### src/hdl/mcsg_pkg.sv
package mcsg_pkg;

   localparam int COORD_BITS_DEF = 12;
   localparam int COLOR_BITS     = 18;
   localparam int CSR_IDX_BITS   = 2;

   // Register indexes
   localparam logic [CSR_IDX_BITS-1:0] CSR_X_LIMIT = 2'd0;
   localparam logic [CSR_IDX_BITS-1:0] CSR_Y_LIMIT = 2'd1;

   localparam int X_LIMIT_RST = 319;
   localparam int Y_LIMIT_RST = 239;

   // Item modes
   localparam logic MODE_START   = 1'b0;
   localparam logic MODE_ADVANCE = 1'b1;

   // Midpoint recurrence constants
   localparam int DEC_INIT = 3;
   localparam int DEC_DIAG = 10;
   localparam int DEC_AXIS = 6;

   // Phase that closes one walk step
   localparam logic [1:0] FILL_LAST_PHASE = 2'd3;
   localparam logic [2:0] RING_LAST_PHASE = 3'd7;

   typedef struct packed {
      logic give;   // this item yields a span
      logic last;   // span closes the circle
   } span_ctl_type;

endpackage

### src/hdl/midpoint_circle_span_generator.sv
// Midpoint circle span generator.
// req channel: one item per handshake (req_valid high, req_stall low at a
// rising edge). A start item (mode 0) loads center, radius, color and fill
// flag and gives no span. Each advance item (mode 1) gives one span while a
// circle is running and nothing otherwise.
// rsp channel: a span is taken at an edge with rsp_valid high and rsp_stall
// low; rsp_last_span marks the final span of the circle.
// csr port: x_limit (index 0) and y_limit (index 1) clamp filled spans;
// write them only while no item is in flight.
// Path: an accepted item waits in the input register, the walk forms its
// span combinationally, and the result register holds it for rsp.
// Throughput: one item per cycle while no span is held by rsp_stall; the
// input register and the result register each hold one item, and the walk
// state updates in the same cycle the item leaves the input register.
// Stall: while rsp_stall holds a span, the input register still takes one
// more item, then req_stall rises until the span is taken.
// Reset clears both registers and the walk (idle), limits go to 319 and 239.
module midpoint_circle_span_generator #(
   parameter int COORD_BITS = mcsg_pkg::COORD_BITS_DEF
) (
   input  logic                              clock,
   input  logic                              reset,
   input  logic                              req_valid,
   output logic                              req_stall,
   input  logic                              req_mode,
   input  logic signed [COORD_BITS-1:0]      req_center_x,
   input  logic signed [COORD_BITS-1:0]      req_center_y,
   input  logic [COORD_BITS-2:0]             req_radius,
   input  logic [mcsg_pkg::COLOR_BITS-1:0]   req_draw_color,
   input  logic                              req_fill_on,
   output logic                              rsp_valid,
   input  logic                              rsp_stall,
   output logic signed [COORD_BITS:0]        rsp_left_x,
   output logic signed [COORD_BITS:0]        rsp_right_x,
   output logic signed [COORD_BITS:0]        rsp_row_y,
   output logic [mcsg_pkg::COLOR_BITS-1:0]   rsp_pixel_color,
   output logic                              rsp_last_span,
   input  logic                              csr_wr_en,
   input  logic [mcsg_pkg::CSR_IDX_BITS-1:0] csr_index,
   input  logic [COORD_BITS-1:0]             csr_wr_data
);
   import mcsg_pkg::*;

   logic                         in_vld_ff, in_vld_in;
   logic                         mode_ff, fill_ff;
   logic signed [COORD_BITS-1:0] cx_ff, cy_ff;
   logic [COORD_BITS-2:0]        radius_ff;
   logic [COLOR_BITS-1:0]        color_ff;

   logic                         out_vld_ff, out_vld_in;
   logic signed [COORD_BITS:0]   left_ff, right_ff, row_ff;
   logic [COLOR_BITS-1:0]        pix_ff;
   logic                         last_ff;

   logic                         out_free, in_free, fire, take_req;
   logic [COORD_BITS-1:0]        x_limit, y_limit;
   span_ctl_type                 span_ctl;
   logic signed [COORD_BITS:0]   left_x, right_x, row_y;
   logic [COLOR_BITS-1:0]        pixel_color;

   assign out_free = !out_vld_ff || !rsp_stall;
   assign in_free  = !in_vld_ff || out_free;
   assign fire     = in_vld_ff && out_free;
   assign take_req = req_valid && in_free;

   assign in_vld_in  = in_free ? req_valid : in_vld_ff;
   assign out_vld_in = out_free ? span_ctl.give : out_vld_ff;

   mcsg_csr #(.COORD_BITS(COORD_BITS)) u_csr (
      .clock       (clock),
      .reset       (reset),
      .csr_wr_en   (csr_wr_en),
      .csr_index   (csr_index),
      .csr_wr_data (csr_wr_data),
      .x_limit     (x_limit),
      .y_limit     (y_limit)
   );

   mcsg_walk #(.COORD_BITS(COORD_BITS)) u_walk (
      .clock       (clock),
      .reset       (reset),
      .fire        (fire),
      .mode        (mode_ff),
      .center_x    (cx_ff),
      .center_y    (cy_ff),
      .radius      (radius_ff),
      .draw_color  (color_ff),
      .fill_on     (fill_ff),
      .x_limit     (x_limit),
      .y_limit     (y_limit),
      .span_ctl    (span_ctl),
      .left_x      (left_x),
      .right_x     (right_x),
      .row_y       (row_y),
      .pixel_color (pixel_color)
   );

   always_ff @(posedge clock) begin
      if (reset) begin
         in_vld_ff  <= 1'b0;
         out_vld_ff <= 1'b0;
      end else begin
         in_vld_ff  <= in_vld_in;
         out_vld_ff <= out_vld_in;
      end
   end

   // input item register
   always_ff @(posedge clock) begin
      if (take_req) begin
         mode_ff   <= req_mode;
         cx_ff     <= req_center_x;
         cy_ff     <= req_center_y;
         radius_ff <= req_radius;
         color_ff  <= req_draw_color;
         fill_ff   <= req_fill_on;
      end
   end

   // result register; hold while stalled
   always_ff @(posedge clock) begin
      if (out_free && span_ctl.give) begin
         left_ff  <= left_x;
         right_ff <= right_x;
         row_ff   <= row_y;
         pix_ff   <= pixel_color;
         last_ff  <= span_ctl.last;
      end
   end

   assign req_stall       = !in_free;
   assign rsp_valid       = out_vld_ff;
   assign rsp_left_x      = left_ff;
   assign rsp_right_x     = right_ff;
   assign rsp_row_y       = row_ff;
   assign rsp_pixel_color = pix_ff;
   assign rsp_last_span   = last_ff;

endmodule

### src/hdl/mcsg_csr.sv
module mcsg_csr #(
   parameter int COORD_BITS = mcsg_pkg::COORD_BITS_DEF
) (
   input  logic                              clock,
   input  logic                              reset,
   input  logic                              csr_wr_en,
   input  logic [mcsg_pkg::CSR_IDX_BITS-1:0] csr_index,
   input  logic [COORD_BITS-1:0]             csr_wr_data,
   output logic [COORD_BITS-1:0]             x_limit,
   output logic [COORD_BITS-1:0]             y_limit
);
   import mcsg_pkg::*;

   logic [COORD_BITS-1:0] x_limit_ff;
   logic [COORD_BITS-1:0] y_limit_ff;

   always_ff @(posedge clock) begin
      if (reset) begin
         x_limit_ff <= COORD_BITS'(X_LIMIT_RST);
         y_limit_ff <= COORD_BITS'(Y_LIMIT_RST);
      end else if (csr_wr_en) begin
         case (csr_index)
            CSR_X_LIMIT: x_limit_ff <= csr_wr_data;
            CSR_Y_LIMIT: y_limit_ff <= csr_wr_data;
            default: begin
            end
         endcase
      end
   end

   assign x_limit = x_limit_ff;
   assign y_limit = y_limit_ff;

endmodule

### src/hdl/mcsg_walk.sv
module mcsg_walk #(
   parameter int COORD_BITS = mcsg_pkg::COORD_BITS_DEF
) (
   input  logic                            clock,
   input  logic                            reset,
   input  logic                            fire,
   input  logic                            mode,
   input  logic signed [COORD_BITS-1:0]    center_x,
   input  logic signed [COORD_BITS-1:0]    center_y,
   input  logic [COORD_BITS-2:0]           radius,
   input  logic [mcsg_pkg::COLOR_BITS-1:0] draw_color,
   input  logic                            fill_on,
   input  logic [COORD_BITS-1:0]           x_limit,
   input  logic [COORD_BITS-1:0]           y_limit,
   output mcsg_pkg::span_ctl_type          span_ctl,
   output logic signed [COORD_BITS:0]      left_x,
   output logic signed [COORD_BITS:0]      right_x,
   output logic signed [COORD_BITS:0]      row_y,
   output logic [mcsg_pkg::COLOR_BITS-1:0] pixel_color
);
   import mcsg_pkg::*;

   localparam int OFF_BITS = COORD_BITS + 1;
   localparam int SUM_BITS = COORD_BITS + 2;
   localparam int DEC_BITS = COORD_BITS + 4;

   function automatic logic signed [SUM_BITS-1:0] clamp_lim(
      input logic signed [SUM_BITS-1:0] v,
      input logic [COORD_BITS-1:0]      lim
   );
      logic signed [SUM_BITS-1:0] lim_s;
      lim_s = $signed({2'b00, lim});
      if (v < 0)
         return '0;
      else if (v > lim_s)
         return lim_s;
      else
         return v;
   endfunction

   logic signed [COORD_BITS-1:0] ctr_x_ff, ctr_y_ff;
   logic signed [OFF_BITS-1:0]   off_x_ff, off_y_ff;
   logic signed [DEC_BITS-1:0]   dec_ff;
   logic [2:0]                   phase_ff;
   logic [COLOR_BITS-1:0]        color_ff;
   logic                         fill_ff;
   logic                         running_ff;

   logic                         swap, a_neg, b_neg, end_step, diag, give, done;
   logic signed [OFF_BITS-1:0]   a_mag, b_mag, ox_in, oy_dn, oy_in;
   logic signed [SUM_BITS-1:0]   cx_s, cy_s, a_s, b_s, a_sgn, b_sgn;
   logic signed [SUM_BITS-1:0]   sum_r, sum_l, row_raw, left_s, right_s, row_s;
   logic signed [DEC_BITS-1:0]   ox_d, oy_d, dec_diag, dec_axis, dec_start;

   always_comb begin
      swap  = fill_ff ? phase_ff[1] : phase_ff[2];
      a_mag = swap ? off_y_ff : off_x_ff;
      b_mag = swap ? off_x_ff : off_y_ff;
      a_neg = !fill_ff && phase_ff[0];
      b_neg = fill_ff ? phase_ff[0] : phase_ff[1];

      cx_s  = $signed({{2{ctr_x_ff[COORD_BITS-1]}}, ctr_x_ff});
      cy_s  = $signed({{2{ctr_y_ff[COORD_BITS-1]}}, ctr_y_ff});
      a_s   = $signed({a_mag[OFF_BITS-1], a_mag});
      b_s   = $signed({b_mag[OFF_BITS-1], b_mag});
      a_sgn = a_neg ? -a_s : a_s;
      b_sgn = b_neg ? -b_s : b_s;

      sum_r   = cx_s + a_sgn;
      sum_l   = fill_ff ? (cx_s - a_s) : sum_r;
      row_raw = cy_s + b_sgn;

      // clamp only filled spans
      left_s  = fill_ff ? clamp_lim(sum_l, x_limit) : sum_l;
      right_s = fill_ff ? clamp_lim(sum_r, x_limit) : sum_r;
      row_s   = fill_ff ? clamp_lim(row_raw, y_limit) : row_raw;

      end_step = fill_ff ? (phase_ff[1:0] == FILL_LAST_PHASE)
                         : (phase_ff == RING_LAST_PHASE);

      // midpoint step
      ox_in    = off_x_ff + OFF_BITS'(1);
      oy_dn    = off_y_ff - OFF_BITS'(1);
      diag     = !dec_ff[DEC_BITS-1];
      oy_in    = diag ? oy_dn : off_y_ff;
      ox_d     = DEC_BITS'(ox_in);
      oy_d     = DEC_BITS'(oy_dn);
      dec_diag = dec_ff + ((ox_d - oy_d) <<< 2) + DEC_BITS'(DEC_DIAG);
      dec_axis = dec_ff + (ox_d <<< 2) + DEC_BITS'(DEC_AXIS);
      done     = oy_in < ox_in;

      dec_start = DEC_BITS'(DEC_INIT)
                - $signed({{(DEC_BITS-COORD_BITS){1'b0}}, radius, 1'b0});

      give = fire && (mode == MODE_ADVANCE) && running_ff;
   end

   always_ff @(posedge clock) begin
      if (reset) begin
         ctr_x_ff   <= '0;
         ctr_y_ff   <= '0;
         off_x_ff   <= '0;
         off_y_ff   <= '0;
         dec_ff     <= '0;
         phase_ff   <= '0;
         color_ff   <= '0;
         fill_ff    <= 1'b0;
         running_ff <= 1'b0;
      end else if (fire && (mode == MODE_START)) begin
         // load a new circle, dropping any walk in progress
         ctr_x_ff   <= center_x;
         ctr_y_ff   <= center_y;
         off_x_ff   <= '0;
         off_y_ff   <= $signed({2'b00, radius});
         dec_ff     <= dec_start;
         phase_ff   <= '0;
         color_ff   <= draw_color;
         fill_ff    <= fill_on;
         running_ff <= 1'b1;
      end else if (give) begin
         if (end_step) begin
            off_x_ff   <= ox_in;
            off_y_ff   <= oy_in;
            dec_ff     <= diag ? dec_diag : dec_axis;
            phase_ff   <= '0;
            running_ff <= !done;
         end else begin
            phase_ff <= phase_ff + 3'd1;
         end
      end
   end

   assign span_ctl.give = give;
   assign span_ctl.last = end_step && done;
   assign left_x        = left_s[COORD_BITS:0];
   assign right_x       = right_s[COORD_BITS:0];
   assign row_y         = row_s[COORD_BITS:0];
   assign pixel_color   = color_ff;

endmodule

### config.mk
export PLATFORM = sky130hd
export DESIGN_NAME = midpoint_circle_span_generator
export DESIGN_NICKNAME = d
export VERILOG_FILES = /design/src/hdl/mcsg_pkg.sv /design/src/hdl/midpoint_circle_span_generator.sv /design/src/hdl/mcsg_csr.sv /design/src/hdl/mcsg_walk.sv
export SDC_FILE = /design/constraint.sdc
export NUM_CORES = 1
export LEC_CHECK = 0
export BUFFER_PORTS_ARGS = -buffer_cell sky130_fd_sc_hd__clkbuf_2
export CORE_MARGIN = 2
export CORE_UTILIZATION = 46
export CTS_CLUSTER_DIAMETER = 200
export CTS_CLUSTER_SIZE = 12
export DETAILED_ROUTE_END_ITERATION = 12
export HOLD_SLACK_MARGIN = 0.15
export PLACE_DENSITY = 0.75
export SYNTH_ARGS = -nofsm -noshare
export SYNTH_HDL_FRONTEND = slang
export SYNTH_SLANG_ARGS = --single-unit
### constraint.sdc
create_clock -name clock -period 5.7 [get_ports clock]
set_input_delay 0.57 -clock clock [delete_from_list [all_inputs] [get_ports clock]]
set_output_delay 0.57 -clock clock [all_outputs]
set_load 0.01 [all_outputs]
### Yosys cells after proc, flatten, opt, wreduce, memory -nomap -nowiden

Index checks and enable logic that the tools add are counted.
W data, S select, Z words.

| word-level totals | value |
|---|---|
| flip-flop bits (word level) | 228 |
| input bits | 74 |
| word-level logic and storage cells | 103 |

| cells by class | value |
|---|---|
| $add $sub $neg | 14 |
| order comparisons | 7 |
| equal/unequal tests | 3 |
| muxes and demuxes | 29 |
| bitwise logic cells | 1 |
| reduce and logical (&&, ||, !) cells | 24 |

Operators by type and width:

| cell | number |
|---|---|
| $mux W13 | 12 |
| $mux W16 | 4 |
| $gt A14 B13 Y1 | 3 |
| $lt A14 B1 Y1 const B | 3 |
| $mux W14 | 3 |
| $mux W11 | 3 |
| $add A12 B14 Y14 | 2 |
| $neg A13 Y14 | 2 |
| $add A16 B15 Y16 | 1 |
| $add A16 B16 Y16 | 1 |
| $add A16 B4 Y16 const B | 1 |
| $add A16 B5 Y16 const B | 1 |
| $sub A12 B13 Y14 | 1 |
| $sub A13 B13 Y14 | 1 |
| $add A13 B2 Y13 const B | 1 |
| $lt A13 B13 Y1 | 1 |
| $sub A13 B2 Y13 const B | 1 |
| $sub A2 B12 Y13 const A | 1 |
| $logic_and A1 B1 Y1 | 8 |
| $reduce_and A2 Y1 | 4 |
| $logic_not A1 Y1 | 6 |
| $mux W1 | 6 |
| $reduce_bool A2 Y1 | 2 |
| $add A3 B1 Y3 const B | 1 |
| other kinds (8) | 9 |

### Longest topological paths before layout

| depth | value |
|---|---|
| depth after elaboration | 10 |
| mapped depth | 31 |
| mapped depth without buffers | 26 |

### By module

A second synthesis with hierarchy kept.

| second synthesis, totals | value |
|---|---|
| cell total of the unflattened synthesis | 1699 |
| area, all modules | 15439.8 um^2 |

Modules (own cells, without submodules):

| module | times used | cells an instance | area each (um^2) |
|---|---|---|---|
| mcsg_walk | 1 | 1477 | 10964.3 |
| midpoint_circle_span_generator | 1 | 124 | 3487.1 |
| mcsg_csr | 1 | 98 | 988.4 |

### Worst setup path before layout

OpenSTA, ideal clock, no wires.

| timing | value |
|---|---|
| kind | reg2reg |
| from | reg u_walk.fill_ff |
| to | reg left_ff[7] (netlist: rsp_left_x[7]), data pin |
| arrival time | 5.887 ns |
| setup slack | -0.340 ns |
| cell stages (with the launch flop) | 28 |
| path buffers | 5 |
| clock period less this slack | 6.040 ns |
| cell sequence | dfxtp_1 > buf_6 > mux2i_4 > buf_2 > buf_1 > buf_2 > nor2_1 > a21o_1 > inv_1 > ha_1 > nor2b_1 > nand3_1 > o21ai_0 > xor2_1 > ha_1 > a21o_1 > a41oi_1 > a22oi_1 > xnor2_1 > o21ai_0 > ha_1 > a211o_1 > a2111oi_0 > o21ai_0 > a211oi_2 > buf_4 > mux2_2 > o22ai_1 |

| on the way | value |
|---|---|
| longest elaborated chain between the ends | 10 |
| elaborated cells on any way between the ends | 14 |

Ends and longest elaborated chain:

| what | line | source |
|---|---|---|
| start, declared | mcsg_walk.sv:46 | `logic fill_ff;` |
| start signal, assigned | mcsg_walk.sv:118 | `fill_ff <= fill_on;` |
| $mux W1 | mcsg_walk.sv:56 | `swap = fill_ff ? phase_ff[1] : phase_ff[2];` |
| $mux W13 | mcsg_walk.sv:57 | `a_mag = swap ? off_y_ff : off_x_ff;` |
| $neg A13 Y14 | mcsg_walk.sv:66 | `a_sgn = a_neg ? -a_s : a_s;` |
| $mux W14 | mcsg_walk.sv:66 |  |
| $add A12 B14 Y14 | mcsg_walk.sv:69 | `sum_r = cx_s + a_sgn;` |
| $mux W14 | mcsg_walk.sv:70 | `sum_l = fill_ff ? (cx_s - a_s) : sum_r;` |
| $gt A14 B13 Y1 | mcsg_walk.sv:35 | `else if (v > lim_s)` |
| $mux W13 | mcsg_walk.sv:35 |  |
| $mux W13 | mcsg_walk.sv:33 | `if (v < 0)` |
| $mux W13 * | mcsg_walk.sv:74 | `left_s = fill_ff ? clamp_lim(sum_l, x_limit) : sum_l;` |
| net left_x[7] | midpoint_circle_span_generator.sv:58 | `logic signed [COORD_BITS:0] left_x, right_x, row_y;` |
| end signal, assigned | midpoint_circle_span_generator.sv:123 | `left_ff <= left_x;` |
| end, declared | midpoint_circle_span_generator.sv:51 | `logic signed [COORD_BITS:0] left_ff, right_ff, row_ff;` |

The timed path passes the listed nets; every way through them passes the cells marked *.
A chain may end at the register's enable or synchronous reset.

### Worst setup path in the final report

| timing | value |
|---|---|
| from | reg u_walk.fill_ff |
| to | reg row_ff[7] (netlist: rsp_row_y[7]), data pin |

| on the way | value |
|---|---|
| longest elaborated chain between the ends | 9 |
| elaborated cells on any way between the ends | 11 |

Ends and longest elaborated chain:

| what | line | source |
|---|---|---|
| $mux W1 | mcsg_walk.sv:56 |  |
| $mux W13 | mcsg_walk.sv:58 | `b_mag = swap ? off_x_ff : off_y_ff;` |
| $neg A13 Y14 | mcsg_walk.sv:67 | `b_sgn = b_neg ? -b_s : b_s;` |
| $mux W14 | mcsg_walk.sv:67 |  |
| $add A12 B14 Y14 | mcsg_walk.sv:71 | `row_raw = cy_s + b_sgn;` |
| $gt A14 B13 Y1 | mcsg_walk.sv:35 |  |
| $mux W13 | mcsg_walk.sv:35 |  |
| $mux W13 | mcsg_walk.sv:33 |  |
| $mux W13 * | mcsg_walk.sv:76 | `row_s = fill_ff ? clamp_lim(row_raw, y_limit) : row_raw;` |
| net row_y[7] | midpoint_circle_span_generator.sv:58 |  |
| end signal, assigned | midpoint_circle_span_generator.sv:125 | `row_ff <= row_y;` |
| end, declared | midpoint_circle_span_generator.sv:51 |  |

Marked as above.

==> results.md <==
* Status: completed
* Worst r2r path cells at 22
* RR Endpoint: rsp_row_y[7]$_DFFE_PP_
* # hold bufs at CTS at 0
* M3 GR Usage at 2.08%
* CP max FO at 40
* NetSw at 0.00112 W
* Leakage at 7.63 nW
* Post-CTS setup buffers at 0
* Slew @ Worst Pin at 1.17 ns
* Clock buffer count from CTS at 22
* Slew margin rel. at 21.6%
* Clock Pin Slew Worst Setup and Hold Paths at 0.07 ns
* Initial core utilization at 46.5%
* Synth cell types at 83
* Yosys Warn Count at 0
* CTS Sinks at 227
* Share of cells above drive strength 1 at 12.6%
* Die area at 0.0353 mm^2
* Drt via density at 5.79
* Worst Path Class, Setup: flip-flop to flip-flop
* Reg2reg start: u_walk.fill_ff$_SDFFE_PP0P_
* Main synth FF type: dfxtp_1
* CP Capture Type: flip-flop
* Hold_sp: req_radius[6]
* Internal Power at 0.00282 W
* Commonest non-fill, non-tap cell in the layout: nand2_1
* Final WL at 41000 um
* Clock network power share at 34.5%
* Drt first pass iters at 5
* Met1 GRT Util at 29.8%
* Row cnt at 67
* Final nets at 2064
* Worst Hold Margin at 0.208 ns
* Final Hold Fails at 0
* Final min period at 5.43 ns
* R2r setup slk at 0.27 ns
* Sw frac at 28.4%
* Max cap viols at 0
* Post-Syn Nets at 1967
* Die X-Extent at 188 um
* Post-Syn Area at 0.0156 mm^2
* Commonest cells after routing, fill and taps aside: nand2_1, ha_1, a21oi_1, clkbuf_2, nor2_1
* Port Buf Inserts at 133
* Routed len/inst at 17.9 um
* Clk buf depth at 3
* WP data arrival at 5.67 ns
* DR iter-0 viols at 961
* Tcrit/Tclk final at 95.3%
* Area Growth Syn to Fin at 11.6%
* Logic pwr share at 19.0%
* Drt drc at 0
* Met2 GRT Util at 39.4%
* Post-DP HPWL at 30000 um
* Hold Path Sink: radius_ff[6]$_DFFE_PP_
* Fmax at 184 MHz
* Pin count of the biggest net entering global routing at 76
* Post-CTS Resized at 0
* Grt peak-use layer: met2
* Total number of vias at 13200
* Async set-reset flop share out of synthesis at 0%
* VDD IR max at 0.203 mV
* Yosys reg bits at 227
* # setup viols final at 0
* CTS Root Cell: clkbuf_16
* Worst EP required at 5.94 ns
* Number of enable flip-flop cells after synthesis at 113
* Pre-CTS WS at 0.154 ns
* Clock Skew at 0.0127 ns
* Final core utilization at 51.9%
* Part of the power in registers at 46.4%
* Power per cell area at 227 mW/mm^2
* Placer Congestion at 0.920
* Slew Viols, Final at 0
* # IOs at 134
* Chip Height at 188 um
* Hold Path Class: input port to flip-flop
* Core area at 0.0334 mm^2
* Final worst setup slack at 0.269 ns
* Syn avg cell area at 9.03 um^2
* Clk_lat worst skew at 0.53 ns
* Total GRT Usage at 22.8%
* Initial antenna violation count at 0
* Routed Antenna Nets at 0
* Seq/Total Area, Yosys at 36.5%
* H-tree levels at 1
* TritonCTS clock tree: built
* Worst hold path cell count at 1
* First-pass GRT wire length at 66100 um
* Non-Filler Instances at 2285
* GRT overflow at 0
* Startpoint types: flip-flop
* Vias in the first global route at 12900
* Fillers at 3060
* Placed cell count at 2245
* Antenna Cells at 0
* Post-Syn Instances at 1724
* Fin Setup TNS at 0 ns
## power groups by stage
stage	sequential [W]	combinational (W)	clock, W
2_1_floorplan	0.00184	0.000555	0
3_3_place_gp	0.00186	0.000708	0
3_5_place_dp	0.00186	0.000732	0
4_1_cts	0.00183	0.000736	0.00139
5_1_grt	0.00183	0.000833	0.00144
6_report	0.00183	0.000749	0.00136
## sequential cells by signal, summed over array words and instances (netlist names), 13 cells and up
name / count
color_ff: 18
u_walk.pixel_color: 18
u_walk.off_x_ff: 13
rsp_pixel_color: 18
u_walk.off_y_ff: 13
rsp_left_x: 13
u_walk.dec_ff: 15
rsp_right_x: 13
rsp_row_y: 13
## worst max-delay path by stage
stage	from	to	slack [ns]	cells after the start
6_report	u_walk.fill_ff$_SDFFE_PP0P_	rsp_row_y[7]$_DFFE_PP_	0.27	22
5_1_grt	u_walk.fill_ff$_SDFFE_PP0P_	rsp_left_x[8]$_DFFE_PP_	-0.001	22
4_1_cts	u_walk.fill_ff$_SDFFE_PP0P_	rsp_left_x[8]$_DFFE_PP_	0.12	20
3_5_place_dp	u_walk.fill_ff$_SDFFE_PP0P_	rsp_left_x[8]$_DFFE_PP_	0.15	20
3_3_place_gp	u_walk.fill_ff$_SDFFE_PP0P_	rsp_row_y[7]$_DFFE_PP_	0.26	23
2_1_floorplan	u_walk.fill_ff$_SDFFE_PP0P_	rsp_left_x[7]$_DFFE_PP_	0.02	27
## synthesized netlist by cell type, drive strengths merged, types with 5 or more instances
library cell,instances,area [um^2]
o2bb2ai,17,149
or3,12,75.1
o21ai,70,350
xnor2,69,604
nand3,40,200
o22ai,12,81.3
ha,163,2040
mux2,10,113
nor3,36,185
a22oi,9,67.6
o211ai,38,285
clkbuf,60,225
o21a,19,143
fa,6,120
xor2,69,619
nor2,121,454
o21bai,11,82.6
nand4,15,93.8
nor2b,17,106
and3,8,55.1
a21o,27,203
nand2,214,803
mux2i,43,447
a21oi,136,688
o221ai,15,138
nand2b,12,75.1
a31oi,23,150
a211oi,21,163
buf,27,133
nor4,9,56.3
dfxtp,114,2280
inv,98,368
edfxtp,113,3390
or2,5,31.3
## layer usage
layer / share of wire [%] / up-vias / routed length [um]
li1: - / 6411 / -
met1: 43 / 6335 / 17800
met2: 49 / 411 / 19900
met3: 5.0 / 74 / 2050
met4: 3.2 / 0 / 1300
met5: 0 / - / 0
## per-stage QoR
step / area (um^2) / power [W]
2_1_floorplan: 15600 / 0.00240
3_3_place_gp: 16700 / 0.00257
3_5_place_dp: 16700 / 0.00259
4_1_cts: 17300 / 0.00395
5_1_grt: 17400 / 0.00411
6_report: 17400 / 0.00394
## kinds of logic after synthesis
family	synth area share [%]
adder cells (fa/ha/maj)	13.9
buffers and inverters	4.69
AND/OR/NAND/NOR	14.8
AO/OA/AOI/OAI	18.5
flip-flops	36.5
XOR/XNOR	8.01
multiplexers	3.59
## area by class of cell
class | count | area, um^2 | share of cell area, %
multi-input cells | 1311 | 9230 | 53.1
flip-flops and latches | 227 | 5680 | 32.7
repair buffers | 160 | 900 | 5.18
clock buffers | 39 | 614 | 3.54
well taps | 448 | 561 | 3.23
inverters | 99 | 372 | 2.14
clock inverters | 1 | 16.3 | 0.0937
## critical path, cell delays in order, from the launching register on
cell       delay (ns)
dfxtp_2          0.37
mux2i_4          0.30
buf_6            0.22
buf_12           0.24
mux2i_2          0.35
ha_2             0.31
a21oi_1          0.09
xnor2_1          0.18
ha_1             0.38
nand3_1          0.10
o211ai_1         0.29
o22a_1           0.20
xor2_1           0.32
ha_1             0.32
a21o_1           0.18
a21o_1           0.17
a211oi_1         0.21
o21ai_0          0.11
o221ai_1         0.10
buf_6            0.24
o221ai_1         0.16
a31oi_1          0.16
o2bb2ai_1        0.13
(Power assumes the default switching activity.)
